===== src/hdl/ole_pkg.sv =====
package ole_pkg;

  // command codes
  typedef enum logic [3:0] {
    OP_INS_FIRST = 4'd0,
    OP_INS_LAST  = 4'd1,
    OP_INS_POS   = 4'd2,
    OP_INS_AFTER = 4'd3,
    OP_DEL_FIRST = 4'd4,
    OP_DEL_LAST  = 4'd5,
    OP_DEL_POS   = 4'd6,
    OP_DEL_VALUE = 4'd7,
    OP_SEARCH    = 4'd8
  } opcode_t;

  // result status codes
  localparam logic [2:0] ST_OK        = 3'd0;
  localparam logic [2:0] ST_NOT_FOUND = 3'd1;
  localparam logic [2:0] ST_BAD_POS   = 3'd2;
  localparam logic [2:0] ST_FULL      = 3'd3;
  localparam logic [2:0] ST_EMPTY     = 3'd4;

  localparam int IN_BITS  = 80;
  localparam int OUT_BITS = 80;

  // one result beat
  typedef struct packed {
    logic              second_last_valid;
    logic signed [31:0] second_last_value;
    logic              last_valid;
    logic signed [31:0] last_value;
    logic [4:0]        entry_count;
    logic [4:0]        found_position;
    logic [2:0]        status;
  } result_t;

endpackage


===== src/hdl/ole_mem.sv =====
module ole_mem #(
  parameter int DEPTH = 16,
  parameter int AW    = 4
) (
  input  logic          clk,
  input  logic          wr_en,
  input  logic [AW-1:0] wr_addr,
  input  logic [31:0]   wr_data,
  input  logic          rd_en,
  input  logic [AW-1:0] rd_addr,
  output logic [31:0]   rd_data
);

  logic [31:0] mem [DEPTH];

  // single write port
  always_ff @(posedge clk) begin
    if (wr_en) begin
      mem[wr_addr] <= wr_data;
    end
  end

  // registered read port
  always_ff @(posedge clk) begin
    if (rd_en) begin
      rd_data <= mem[rd_addr];
    end
  end

endmodule


===== src/hdl/ole_ctrl.sv =====
module ole_ctrl import ole_pkg::*; #(
  parameter int LIST_DEPTH = 16,
  parameter int AW         = 4,
  parameter int CW         = 5
) (
  input  logic          clk,
  input  logic          rst,
  input  logic          cmd_valid,
  output logic          cmd_ready,
  input  logic [3:0]    cmd_opcode,
  input  logic [31:0]   cmd_value,
  input  logic [31:0]   cmd_anchor,
  input  logic [7:0]    cmd_position,
  output logic          res_load,
  input  logic          res_free,
  output result_t       res,
  output logic          mem_we,
  output logic [AW-1:0] mem_wa,
  output logic [31:0]   mem_wd,
  output logic          mem_re,
  output logic [AW-1:0] mem_ra,
  input  logic [31:0]   mem_rd
);

  localparam int PW = ((CW > 8) ? CW : 8) + 1;

  typedef enum logic [3:0] {
    S_IDLE, S_SC_RD, S_SC_CHK, S_MV_RD, S_MV_WR, S_COMMIT,
    S_T_RD1, S_T_RD2, S_T_CAP, S_FIN
  } state_t;

  state_t       state;
  logic [3:0]   op;
  logic [31:0]  val;
  logic [31:0]  key;
  logic [CW-1:0] count;
  logic [CW-1:0] idx;
  logic [CW-1:0] i;
  logic         ins;
  logic [2:0]   status;
  logic [CW-1:0] found;
  logic [31:0]  last;
  logic [31:0]  second;

  logic [PW-1:0] posx;
  logic [PW-1:0] cntx;
  logic [CW-1:0] i_dec;
  logic [CW-1:0] i_inc;
  logic [CW-1:0] cnt_dec;
  logic [CW-1:0] cnt_dec2;
  logic          full;
  logic          empty;

  assign posx     = PW'(cmd_position);
  assign cntx     = PW'(count);
  assign i_dec    = i - 1'b1;
  assign i_inc    = i + 1'b1;
  assign cnt_dec  = count - 1'b1;
  assign cnt_dec2 = count - CW'(2);
  assign full     = (count == CW'(LIST_DEPTH));
  assign empty    = (count == '0);
  assign cmd_ready = (state == S_IDLE) && !rst;
  assign res_load  = (state == S_FIN) && res_free;

  // memory port controls
  always_comb begin
    mem_we = 1'b0;
    mem_wa = i[AW-1:0];
    mem_wd = mem_rd;
    mem_re = 1'b0;
    mem_ra = i[AW-1:0];
    case (state)
      S_SC_RD: begin
        mem_re = (i != count);
      end
      S_MV_RD: begin
        mem_re = 1'b1;
        mem_ra = ins ? i_dec[AW-1:0] : i_inc[AW-1:0];
      end
      S_MV_WR: begin
        mem_we = 1'b1;
      end
      S_COMMIT: begin
        mem_we = ins;
        mem_wa = idx[AW-1:0];
        mem_wd = val;
      end
      S_T_RD1: begin
        mem_re = 1'b1;
        mem_ra = cnt_dec[AW-1:0];
      end
      S_T_RD2: begin
        mem_re = 1'b1;
        mem_ra = cnt_dec2[AW-1:0];
      end
      default: begin
      end
    endcase
  end

  // result fields
  always_comb begin
    res.status            = status;
    res.found_position    = 5'(found);
    res.entry_count       = 5'(count);
    res.last_valid        = (count != '0);
    res.last_value        = (count != '0) ? last : '0;
    res.second_last_valid = (count > CW'(1));
    res.second_last_value = (count > CW'(1)) ? second : '0;
  end

  // sequencer
  always_ff @(posedge clk) begin
    if (rst) begin
      state <= S_IDLE;
      count <= '0;
    end else begin
      case (state)
        S_IDLE: begin
          if (cmd_valid) begin
            op     <= cmd_opcode;
            val    <= cmd_value;
            key    <= (cmd_opcode == OP_INS_AFTER) ? cmd_anchor : cmd_value;
            status <= ST_OK;
            found  <= '0;
            i      <= '0;
            case (cmd_opcode)
              OP_INS_FIRST, OP_INS_LAST, OP_INS_POS: begin
                if (full) begin
                  status <= ST_FULL;
                  state  <= S_T_RD1;
                end else begin
                  ins <= 1'b1;
                  i   <= count;
                  if (cmd_opcode == OP_INS_FIRST || (cmd_opcode == OP_INS_POS &&
                      posx <= PW'(1))) begin
                    idx   <= '0;
                    state <= (count != '0) ? S_MV_RD : S_COMMIT;
                  end else if (cmd_opcode == OP_INS_LAST ||
                               (posx - PW'(1)) >= cntx) begin
                    idx   <= count;
                    state <= S_COMMIT;
                  end else begin
                    idx   <= CW'(posx - PW'(1));
                    state <= S_MV_RD;
                  end
                end
              end
              OP_INS_AFTER: begin
                if (full) begin
                  status <= ST_FULL;
                  state  <= S_T_RD1;
                end else begin
                  state <= S_SC_RD;
                end
              end
              OP_DEL_FIRST, OP_DEL_LAST, OP_DEL_POS: begin
                ins <= 1'b0;
                if (empty) begin
                  status <= ST_EMPTY;
                  state  <= S_T_RD1;
                end else if (cmd_opcode == OP_DEL_POS && posx >= cntx) begin
                  status <= ST_BAD_POS;
                  state  <= S_T_RD1;
                end else if (cmd_opcode == OP_DEL_LAST) begin
                  idx   <= cnt_dec;
                  state <= S_COMMIT;
                end else begin
                  idx   <= (cmd_opcode == OP_DEL_POS) ? CW'(posx) : '0;
                  i     <= (cmd_opcode == OP_DEL_POS) ? CW'(posx) : '0;
                  state <= (((cmd_opcode == OP_DEL_POS) ? CW'(posx) : '0) + 1'b1
                            < count) ? S_MV_RD : S_COMMIT;
                end
              end
              OP_DEL_VALUE: begin
                if (empty) begin
                  status <= ST_EMPTY;
                  state  <= S_T_RD1;
                end else begin
                  state <= S_SC_RD;
                end
              end
              OP_SEARCH: begin
                state <= S_SC_RD;
              end
              default: begin
                state <= S_T_RD1;
              end
            endcase
          end
        end
        // scan for the first match
        S_SC_RD: begin
          if (i == count) begin
            status <= ST_NOT_FOUND;
            state  <= S_T_RD1;
          end else begin
            state <= S_SC_CHK;
          end
        end
        S_SC_CHK: begin
          if (mem_rd == key) begin
            case (op)
              OP_INS_AFTER: begin
                ins   <= 1'b1;
                idx   <= i_inc;
                i     <= count;
                state <= (count > i_inc) ? S_MV_RD : S_COMMIT;
              end
              OP_DEL_VALUE: begin
                ins   <= 1'b0;
                idx   <= i;
                state <= ((i_inc) < count) ? S_MV_RD : S_COMMIT;
              end
              default: begin
                found <= i_inc;
                state <= S_T_RD1;
              end
            endcase
          end else begin
            i     <= i_inc;
            state <= S_SC_RD;
          end
        end
        // shift one cell
        S_MV_RD: begin
          state <= S_MV_WR;
        end
        S_MV_WR: begin
          if (ins) begin
            i     <= i_dec;
            state <= (i_dec > idx) ? S_MV_RD : S_COMMIT;
          end else begin
            i     <= i_inc;
            state <= ((i_inc + 1'b1) < count) ? S_MV_RD : S_COMMIT;
          end
        end
        S_COMMIT: begin
          count <= ins ? (count + 1'b1) : cnt_dec;
          state <= S_T_RD1;
        end
        // fetch the two tail cells
        S_T_RD1: begin
          state <= S_T_RD2;
        end
        S_T_RD2: begin
          last  <= mem_rd;
          state <= S_T_CAP;
        end
        S_T_CAP: begin
          second <= mem_rd;
          state  <= S_FIN;
        end
        S_FIN: begin
          if (res_free) begin
            state <= S_IDLE;
          end
        end
        default: begin
          state <= S_IDLE;
        end
      endcase
    end
  end

endmodule


===== src/hdl/ordered_list_engine_top.sv =====
// channel | dir | tdata fields (lsb first)
// s_*     | in  | opcode[3:0] value[35:4] anchor_value[67:36] position[75:68]
// m_*     | out | status[2:0] found_position[7:3] entry_count[12:8] last_value[44:13]
//         |     | last_valid[45] second_last_value[77:46] second_last_valid[78]
// a command scans the list cell by cell for a match where needed, shifts cells one at a time,
// writes the change and then reads the two tail cells; the list memory moves one cell per
// read and write
// rst clears the element count, the sequencer state and the output valid; the list memory is left as it is
// a finished result sits in the output register while the next command is taken;
// the sequencer waits at its last step only while that register is still full
module ordered_list_engine_top import ole_pkg::*; #(
  parameter int LIST_DEPTH = 16
) (
  input  logic                clk,
  input  logic                rst,
  input  logic                s_tvalid,
  output logic                s_tready,
  input  logic [IN_BITS-1:0]  s_tdata,  // opcode, value, anchor_value, position
  output logic                m_tvalid,
  input  logic                m_tready,
  output logic [OUT_BITS-1:0] m_tdata   // status, found_position, entry_count,
                                        // last_value, last_valid,
                                        // second_last_value, second_last_valid
);

  localparam int AW = (LIST_DEPTH > 1) ? $clog2(LIST_DEPTH) : 1;
  localparam int CW = $clog2(LIST_DEPTH + 1);

  logic          mem_we;
  logic [AW-1:0] mem_wa;
  logic [31:0]   mem_wd;
  logic          mem_re;
  logic [AW-1:0] mem_ra;
  logic [31:0]   mem_rd;
  logic          res_load;
  logic          res_free;
  result_t       res;
  result_t       out_reg;

  ole_mem #(.DEPTH(LIST_DEPTH), .AW(AW)) u_mem (
    .clk     (clk),
    .wr_en   (mem_we),
    .wr_addr (mem_wa),
    .wr_data (mem_wd),
    .rd_en   (mem_re),
    .rd_addr (mem_ra),
    .rd_data (mem_rd)
  );

  ole_ctrl #(.LIST_DEPTH(LIST_DEPTH), .AW(AW), .CW(CW)) u_ctrl (
    .clk          (clk),
    .rst          (rst),
    .cmd_valid    (s_tvalid),
    .cmd_ready    (s_tready),
    .cmd_opcode   (s_tdata[3:0]),
    .cmd_value    (s_tdata[35:4]),
    .cmd_anchor   (s_tdata[67:36]),
    .cmd_position (s_tdata[75:68]),
    .res_load     (res_load),
    .res_free     (res_free),
    .res          (res),
    .mem_we       (mem_we),
    .mem_wa       (mem_wa),
    .mem_wd       (mem_wd),
    .mem_re       (mem_re),
    .mem_ra       (mem_ra),
    .mem_rd       (mem_rd)
  );

  assign res_free = !m_tvalid || m_tready;

  // output register
  always_ff @(posedge clk) begin
    if (rst) begin
      m_tvalid <= 1'b0;
    end else if (res_load) begin
      m_tvalid <= 1'b1;
    end else if (m_tready) begin
      m_tvalid <= 1'b0;
    end
  end

  always_ff @(posedge clk) begin
    if (res_load) begin
      out_reg <= res;
    end
  end

  assign m_tdata = OUT_BITS'(out_reg);

endmodule


===== config.mk =====
export PLATFORM = sky130hd
export DESIGN_NAME = ordered_list_engine_top
export DESIGN_NICKNAME = d
export VERILOG_FILES = /design/src/hdl/ole_pkg.sv /design/src/hdl/ole_mem.sv /design/src/hdl/ole_ctrl.sv /design/src/hdl/ordered_list_engine_top.sv
export SDC_FILE = /design/constraint.sdc
export NUM_CORES = 1
export LEC_CHECK = 0
export BUFFER_PORTS_ARGS = -buffer_cell sky130_fd_sc_hd__clkbuf_2
export CORE_ASPECT_RATIO = 0.75
export CORE_UTILIZATION = 65
export CTS_CLUSTER_SIZE = 16
export DETAILED_ROUTE_END_ITERATION = 8
export PLACE_DENSITY = 0.84
export SETUP_SLACK_MARGIN = 0.4
export SLEW_MARGIN = 5
export SYNTH_ARGS = -nofsm -noshare
export SYNTH_HDL_FRONTEND = slang
export SYNTH_HIERARCHICAL = 1
export SYNTH_SLANG_ARGS = --single-unit

===== constraint.sdc =====
create_clock -name clk -period 21.2 [get_ports clk]
set_input_delay 1.06 -clock clk [delete_from_list [all_inputs] [get_ports clk]]
set_output_delay 1.06 -clock clk [all_outputs]
set_load 0.05 [all_outputs]

### After elaboration in Yosys (flattened, before gate mapping)

Memory sizes are Yosys's and may differ from the RTL's. A register that Yosys moved wholly into a read port is not among the register bits.
Cells that the tools add are included.

* $add $sub $neg: 8
* magnitude comparators: 9
* equal/unequal tests: 34
* muxes and demuxes: 74
* bitwise operators: 1
* reductions and logical operators: 31

Operators with widths (count)
* 2-to-1 mux 5 bit: 21
* 2-to-1 mux 32 bit: 2
* one-hot mux 5 bit (2 select lines): 5
* 2-to-1 mux 4 bit: 11
* 2-to-1 mux 3 bit: 14
* one-hot mux 4 bit (10 select lines): 1
* equality test 4 x 3 -> 1 bit (second input constant): 9
* equality test 32 bit: 1
* adder 5 x 1 -> 5 bit (second input constant): 4
* equality test 4 x 2 -> 1 bit (second input constant): 5
* one-hot mux 4 bit (5 select lines): 1
* inequality test 3 bit (second input constant): 6
* less-than comparator 5 bit: 3
* one-hot mux 5 bit (3 select lines): 1
* equality test 4 bit (second input constant): 3
* one-hot mux 4 bit (3 select lines): 1
* > comparator 5 bit: 2
* one-hot mux 1 bit (2 select lines): 5
* subtractor 5 x 1 -> 5 bit (second input constant): 2
* >= comparator 9 x 5 -> 1 bit: 1
* one-hot mux 3 bit (3 select lines): 1
* AND reduction 9 bit: 1
* OR reduction 3 bit: 3
* subtractor 8 x 1 -> 9 bit (second input constant): 1
* 30 further kinds: 53

* flip-flop bits (word level): 240
* RAM bits: 512
* output and inout bits: 82
* logic and storage cells: 178
* memories: 1

Memories
* u_mem.mem: words 16, width 32, rd ports 1, clocked after Yosys merged registers in 1, wr ports 1, line ole_mem.sv:14 `logic [31:0] mem [DEPTH];`

### Depth between registers and ports, before layout

Gate-level depths: netlist of the first run.

* depth in word-level cells: 11
* mapped depth: 13
* gate-level depth less buffers: 11

### Cells and area by module

Netlist of the first run, hierarchy kept.

Modules (own cells, without submodules)
* ole_mem: instances 1, cells each 838, area each 20155.6 sq um, sequential area each 16335.7 sq um
* ole_ctrl: instances 1, cells each 760, area each 8989.9 sq um, sequential area each 4714.5 sq um
* ordered_list_engine_top: instances 1, cells each 85, area each 2429.8 sq um, sequential area each 2392.3 sq um

### Worst setup path before layout of the first run

OpenSTA, ideal clock, no wires.

* path type: input-to-reg
* start: in m_tready
* end: reg m_tvalid
* library setup time: 0.079 ns
* arrival: 7.189 ns
* required time: 21.121 ns
* setup slack: 13.933 ns
* cell stages on the path: 5
* buffers on the path: 0
* cell sequence: nand2b_4 inv_1 nor3_1 inv_1 a21oi_2

* longest elaborated chain between the ends: 3
* elaborated cells between the ends (all ways): 4

RTL lines
* start, declared: line ordered_list_engine_top.sv:20 `input logic m_tready,`
* logical OR 1 bit *: line ordered_list_engine_top.sv:70 `assign res_free = !m_tvalid || m_tready;`
* logical AND 1 bit *: line ole_ctrl.sv:63 `assign res_load = (state == S_FIN) && res_free;`
* net res_load: line ordered_list_engine_top.sv:35 `logic res_load;`
* 2-to-1 mux 1 bit / nonzero test 2 bit (equally long branches)
* end signal, assigned: line ordered_list_engine_top.sv:75 `m_tvalid <= 1'b0;`
* end signal, assigned: line ordered_list_engine_top.sv:77 `m_tvalid <= 1'b1;`
* end signal, assigned: line ordered_list_engine_top.sv:79 `m_tvalid <= 1'b0;`
* end, declared: line ordered_list_engine_top.sv:19 `output logic m_tvalid,`

The timed path passes the listed nets; every way through them passes the cells marked *.
A chain may end at the register's enable or synchronous reset.

### Worst setup path after layout of the first run

* start: reg u_ctrl.state[0]
* end: mem u_mem.mem[8][9] (enable)

* elaborated cells between the ends (all ways): 6

RTL lines
* start, declared: line ole_ctrl.sv:32 `state_t state;`
* start signal, assigned: line ole_ctrl.sv:138 `state <= (count != '0) ? S_MV_RD : S_COMMIT;`
* start signal, assigned: line ole_ctrl.sv:171 `state <= (((cmd_opcode == OP_DEL_POS) ? CW'(posx) : '0) + 1'b1`
* start signal, assigned: line ole_ctrl.sv:208 `state <= (count > i_inc) ? S_MV_RD : S_COMMIT;`
* equality test 4 x 3 -> 1 bit: line ole_ctrl.sv:72 `case (state)`
* 2-to-1 mux 4 bit: line ole_ctrl.sv:72
* net mem_wa[2]: line ordered_list_engine_top.sv:30 `logic [AW-1:0] mem_wa;`
* end, declared: line ole_mem.sv:14

The timed path passes the listed nets, and every way through them passes these cells.

==> results.toml, run 1 <==
[clock_tree]
holdBufCountCts = 0
cts_buffers = 71
cts_tree = "built"
cts-htree-levels = 3
clkSinkCount = 784
cts_root_buf = "clkbuf_16"
clk_latency_ps = 620
cts_setup_buffers = 0
ctsResizeCount = 0
clk_pin_slew_ps = 60
cts_buffer_depth = 3

[route]
wire_per_inst_microns = 29.63
met1_length_microns = 28650
vias = 17100
wl_met3_microns = 9473
ant_nets = 0
routed_wl_microns = 75890
met2_wirelength_microns = 35820
routed.top_layer = "met4"
via_per_inst = 6.676
drc = 0
drt_iter0_markers = 2241
drt-pass1-iter-count = 8

[worst_setup_path]
timing.rr.start = "u_ctrl/state[0]"
cp_num_buf_inv = 2
rrSetupSlack_ps = 16210
end_kind = "flop"
start_kind = "flop"
path_cells = "nand2b_1 > nor2_4 > buf_4 > mux2_2 > nand3b_1 > nor3_2 > buf_4"
worst_ep_arrival_time_ps = 5220
crit_required_ps = 21430
cp.depth = 7
crit_top_cell = "buf_4"
path_max_fanout = 45
cp_top_family = "simple AND/OR/NAND/NOR gates"
r2r_end = "u_mem/mem[8][9]"
cpPeakStageDelay_ps = 940
worstSetupPathType = "reg -> reg"
rr_worst_depth = 7
slowest_stage = "dfxtp_1"

[floorplan]
rows = 69
die_area_sq_um = 49470
core_sq_um = 47660
die_w_microns = 256.5
initial_core_util_pct = 66.26
io_pins = 166
die_h_microns = 192.9

[synth]
synth_seq_cells = 784
synthCells = 1683
async_flop_share_pct = 0
synth_nets = 1807
ys.flop_type = "edfxtp_1"
yosysWarnings = 6
ys_types = 65
synth_enable_flop_cells = 774
synth_area_sq_um = 31580
synth.avg_cell_area_sq_um = 18.76
seq_area_frac_synth_pct = 74.24

[timing]
skew_ps = 32.43
hold_violations = 0
fin_tns_setup_ps = 0
holdWs_ps = 418.6
drv_slew = 0
max_freq_mhz = 200.5
rsz0062_at_grt = "no"
relSlewSlack_pct = 20.72
fin_crit_sh_pct = 23.52
tightest_slew_ps = 1189
layout_min_cycle_time_ps = 4986
finalSetupViolCount = 0

[power_and_ir_drop]
power.switching_w = 0.001441
peakVddDrop_v = 0.00009065
p_seq_share_pct = 47.2
p_int_w = 0.003202
power_frac_comb_pct = 25.7
power_w = 0.004643
leakagePower_nw = 11.69
swShare_pct = 31.03
clkPwrFrac_pct = 27.1
powerDensity_nw_per_um2 = 130.8

[flow_run]
drv_cap = 0

[global_route]
antenna_found_initial = 3
grt_max_degree = 76
grtUsageTotal_pct = 31.57
grt_pass1_wl_microns = 110400
grt_pass1_vias = 17090
gr-total-overflow = 0

[place]
dp_hpwl_microns = 42960
port_buffers = 160
dpl-instance-area_sq_um = 33250
finalWeightedCongestion = 0.9268

[outcome]
status = "complete, no violations"

[layout]
area_growth_pct = 12.43
nNetsFinal = 1992
final_common_cell = "edfxtp_1"
final_area_sq_um = 35500
layout-drive-gt1-share_pct = 27.66
layout_common_cells = "edfxtp_1, clkbuf_2, mux4_2"

[min_path]
min_from = "u_ctrl/found[4]"
hp-class = "reg -> reg"
min_to = "m_tdata[7]"
holdPathStages = 0
==> through the flow <==
stage               setup slack (ps)  util [%]  std cells
finish                         16210     74.49       2561
global route                   15860     74.48       2559
CTS                            16260     74.48       2559
detailed placement             16310     69.78       2434
global placement               16340     69.78       2434
floorplan                      13930         -       1683
==> layout make-up <==
| type | instances | area [sq um] |
|---|---|---|
| timing repair buffer | 198 | 1086 |
| tap | 639 | 799.5 |
| sequential | 784 | 23440 |
| multi-input combinational | 792 | 7848 |
| fill | 2634 | 12160 |
| clock buffer | 95 | 1931 |
| antenna | 2 | 5.005 |
| inverter | 21 | 78.83 |
| clock inverter | 30 | 310.3 |
==> per-layer routing <==
layer	up-vias	GRT usage, %
li1	7105	-
met1	8621	43.64
met2	1214	49.98
met3	157	8.603
met4	0	9.570
met5	-	0
==> state kept, by name (all words and copies together), names as in the netlist, 32 cells and up <==
| signal | flops |
|---|---|
| u_mem/rd_data | 32 |
| u_ctrl/val | 32 |
| u_ctrl/last | 32 |
| u_ctrl/second | 32 |
| u_mem/mem | 512 |
| m_tdata | 79 |
| u_ctrl/key | 32 |
==> cell families after synthesis <==
logic type	after synthesis	share of synthesized area, %
flip-flops	784	74.24
AND/OR/NAND/NOR	289	4.823
multiplexers	208	11.95
AO/OA/AOI/OAI	187	4.050
buffers and inverters	107	1.482
XOR/XNOR	67	1.858
adder cells (fa/ha/maj)	40	1.585
other	1	0.01188
==> power by group through the flow <==
stage	combinational, W	sequential (W)	clock, W
floorplan	0.000833	0.00213	0
global placement	0.00111	0.00220	0
detailed placement	0.00115	0.00221	0
CTS	0.00118	0.00218	0.00127
global route	0.00127	0.00220	0.00133
finish	0.00119	0.00219	0.00126
==> cell usage after synthesis (all sizes together) (38+ instances only) <==
library cell | n | area [sq um]
clkbuf | 45 | 168.9
nand2 | 74 | 277.8
nor2 | 52 | 205.2
and2 | 38 | 237.7
ha | 40 | 500.5
mux2 | 71 | 799.5
nor2b | 40 | 250.2
mux4 | 128 | 2883
edfxtp | 774 | 23240
a22oi | 72 | 540.5
a21oi | 39 | 198.9
buf | 41 | 220.2
xor2 | 48 | 420.4
==> how the worst max path moves through the flow <==
stage / from / endpoint / slack [ps]
6_report: u_ctrl/state[0] / u_mem/mem[8][9] / 16210
2_1_floorplan: m_tready / m_tvalid / 13930
3_5_place_dp: u_ctrl/state[0] / u_mem/mem[8][11] / 16310
3_3_place_gp: u_ctrl/state[1] / u_mem/rd_data[26] / 16340
4_1_cts: u_ctrl/state[1] / u_mem/rd_data[22] / 16260
5_1_grt: u_ctrl/state[1] / u_mem/rd_data[22] / 15860
==> worst reg2reg max path: stages (launching register included) <==
cell and delay [ps]:
dfxtp_1 940, nand2b_1 380, nor2_4 160, buf_4 650, mux2_2 470, nand3b_1 390
nor3_2 950, buf_4 650
(Power assumes the default switching activity.)
==> run 2, diff against run 1 <==
--- a/config.mk
+++ b/config.mk
@@ -5,12 +5,13 @@
 export SDC_FILE = /design/constraint.sdc
 export NUM_CORES = 1
 export LEC_CHECK = 0
+export ABC_AREA = 1
 export BUFFER_PORTS_ARGS = -buffer_cell sky130_fd_sc_hd__clkbuf_2
 export CORE_ASPECT_RATIO = 0.75
-export CORE_UTILIZATION = 65
+export CORE_UTILIZATION = 56
 export CTS_CLUSTER_SIZE = 16
 export DETAILED_ROUTE_END_ITERATION = 8
-export PLACE_DENSITY = 0.84
+export PLACE_DENSITY = 0.77
 export SETUP_SLACK_MARGIN = 0.4
 export SLEW_MARGIN = 5
 export SYNTH_ARGS = -nofsm -noshare
==> constraint.sdc (replaced) <==
create_clock -name clk -period 4.2 [get_ports clk]
set_input_delay 0.21 -clock clk [delete_from_list [all_inputs] [get_ports clk]]
set_output_delay 0.21 -clock clk [all_outputs]
set_load 0.05 [all_outputs]
==> run 2 against run 1 <==
- critical path depth is 9 higher
- largest cell class unchanged
- via count is 41% higher
- worst setup slack worse by 15000 ps
- largest power group unchanged
- power grew to 5.5 times the previous value
- global-route usage is 3.6 points lower
==> results.toml, run 2 <==
[outcome]
status = "complete, no violations"

[layout]
largest-register = "u_mem/mem"
final_area_sq_um = 39480
n_antenna_cell = 0
final_common_cell = "nand2_1"
largest_reg_flops = 512
nNetsFinal = 3584
layout_common_cells = "nand2_1, edfxtp_1, inv_1"
fill_cells = 4308
layout-drive-gt1-share_pct = 11.92
area_growth_pct = 13.63

[worst_setup_path]
r2r_end = "u_ctrl/state[1]"
worstSetupPathType = "reg -> reg"
start_kind = "flop"
worstSetupStartpoint = "u_ctrl/i[0]"
crit_required_ps = 4740
rrSetupSlack_ps = 750
worst_ep_arrival_time_ps = 3990
path_max_fanout = 10
end_kind = "flop"
endpoint = "u_ctrl/state[1]"
rr_worst_depth = 16
timing.rr.start = "u_ctrl/i[0]"

[global_route]
gr-total-overflow = 0
grt_pass1_wl_microns = 132000
grt_pass1_vias = 23080
grt_max_degree = 180
grt_util_met1_pct = 39.54
grtUsageTotal_pct = 27.93
gr-usage-met2_pct = 43.75
antenna_found_initial = 1
met3_usage_pct = 4.791
busiest_layer = "met2"

[floorplan]
die_h_microns = 217.7
initial_core_util_pct = 57.05
die_w_microns = 289.6
core_sq_um = 60900
die_area_sq_um = 63050
rows = 78
io_pins = 166

[place]
dpl-instance-area_sq_um = 36530
finalWeightedCongestion = 0.9583
port_buffers = 160
dp_hpwl_microns = 49970
dpl_worst_slack_ps = 885.2

[synth]
synth_common_cells = "nand2_1, edfxtp_1, inv_1"
synth.avg_cell_area_sq_um = 10.74
yosysTopAreaCell = "edfxtp_1"
seq_area_frac_synth_pct = 67.48
synth_nets = 3359
synth_area_leaders = "edfxtp_1, nand2_1, nand3_1, inv_1, ha_1"
synth_enable_flop_cells = 774
ys.flop_type = "edfxtp_1"
synthCells = 3235
synth_seq_cells = 784
ys_types = 53
async_flop_share_pct = 0
synth_area_sq_um = 34740
yosysWarnings = 6
synth_top_area_share_pct = 66.90
yosysMostFrequentCell = "nand2_1"

[route]
vias = 24050
drc = 0
ant_nets = 0
wire_per_inst_microns = 20.38
via_per_inst = 5.573
drt_iter0_markers = 3025
drt-pass1-iter-count = 6
routed_wl_microns = 87960

[timing]
fin_crit_sh_pct = 82.16
skew_ps = 27.17
tightest_slew_ps = 1199
setup_slack_ps = 749.3
rsz0062_at_grt = "no"
holdWs_ps = 43.42
drv_slew = 0
finalSetupViolCount = 0
max_freq_mhz = 289.8
relSlewSlack_pct = 19.88
fin_tns_setup_ps = 0
hold_violations = 0
layout_min_cycle_time_ps = 3451

[power_and_ir_drop]
power_w = 0.02571
clkPwrFrac_pct = 25.0
p_seq_share_pct = 42.2
power.switching_w = 0.009411
peakVddDrop_v = 0.0007212
p_int_w = 0.01630
swShare_pct = 36.61
powerDensity_nw_per_um2 = 651.2
leakagePower_nw = 16.70
power_frac_comb_pct = 32.7

[flow_run]
drv_cap = 0

[clock_tree]
cts_buffers = 69
clk_pin_slew_ps = 70
clk_latency_ps = 620
clkSinkCount = 784
cts_root_buf = "clkbuf_16"
ctsResizeCount = 0
cts_buffer_depth = 3
cts-htree-levels = 3
cts_tree = "built"

[min_path]
hp-class = "in -> reg"
## run 2: worst min-delay path by stage
stage | slack, ps | endpoint | from | cells past startpoint
global route | 40 | m_tvalid | rst | 2
detailed placement | 400 | u_ctrl/val[8] | s_tdata[12] | 1
global placement | 400 | u_ctrl/val[27] | s_tdata[31] | 1
floorplan | 270 | m_tvalid | rst | 1
CTS | 20 | m_tvalid | rst | 2
finish | 40 | m_tvalid | rst | 2
## run 2: layout make-up
type / instances / area [sq um] / area share (%)
sequential: 784 / 23440 / 59.38
multi-input combinational: 1759 / 8567 / 21.70
timing repair buffer: 289 / 2105 / 5.331
inverter: 557 / 2101 / 5.322
clock buffer: 89 / 1843 / 4.669
tap: 800 / 1001 / 2.536
clock inverter: 37 / 417.9 / 1.059
## run 2: per-layer routing
layer,vias to the layer above,routed length [microns]
met5,-,13
met4,2,3022
met3,238,9424
met2,1419,40730
met1,11370,34770
li1,11020,-
## run 2: per-stage QoR
| stage | cells | util, % |
|---|---|---|
| 2_1_floorplan | 3235 | - |
| 3_3_place_gp | 4120 | 59.98 |
| 3_5_place_dp | 4120 | 59.98 |
| 4_1_cts | 4315 | 64.82 |
| 5_1_grt | 4315 | 64.82 |
| 6_report | 4315 | 64.82 |
## run 2: logic make-up after synthesis
logic type	Yosys count	share of synthesized area, %
adders and majority gates	40	1.441
muxes	32	1.037
xor gates and xnor gates	42	1.059
DFF	784	67.48
buffers and inverters	692	8.488
and+or+nand+nor	1542	18.76
AOI/OAI and AO/OA	102	1.732
other	1	0.01079
## run 2: what timing repair did
item	4_1_cts	5_1_grt
hold endpoints to repair	69	0
endpoints found under the setup margin	0	0
buffers inserted	0	0
hold buffers	69	0
## run 2: power by group through the flow
stage          clock network, W  logic (W)  registers, W
2_1_floorplan                 0    0.00591        0.0107
3_3_place_gp                  0    0.00792        0.0110
3_5_place_dp                  0    0.00813        0.0110
4_1_cts                 0.00646    0.00825        0.0109
5_1_grt                 0.00674    0.00920        0.0109
6_report                0.00643    0.00842        0.0109
## run 2: worst max-delay path: stages (launching register included)
cell and delay [ps]:
edfxtp_1 590, ha_1 320, xor2_1 580, nand3_1 170, xor2_1 170, ha_1 300
nand2_1 80, inv_1 50, o21ai_0 70, nand3_1 120, o21ai_0 450, a21oi_1 140
nand2_1 100, nor2_1 50, nand2_1 60, nand2_1 70, nor2_2 70
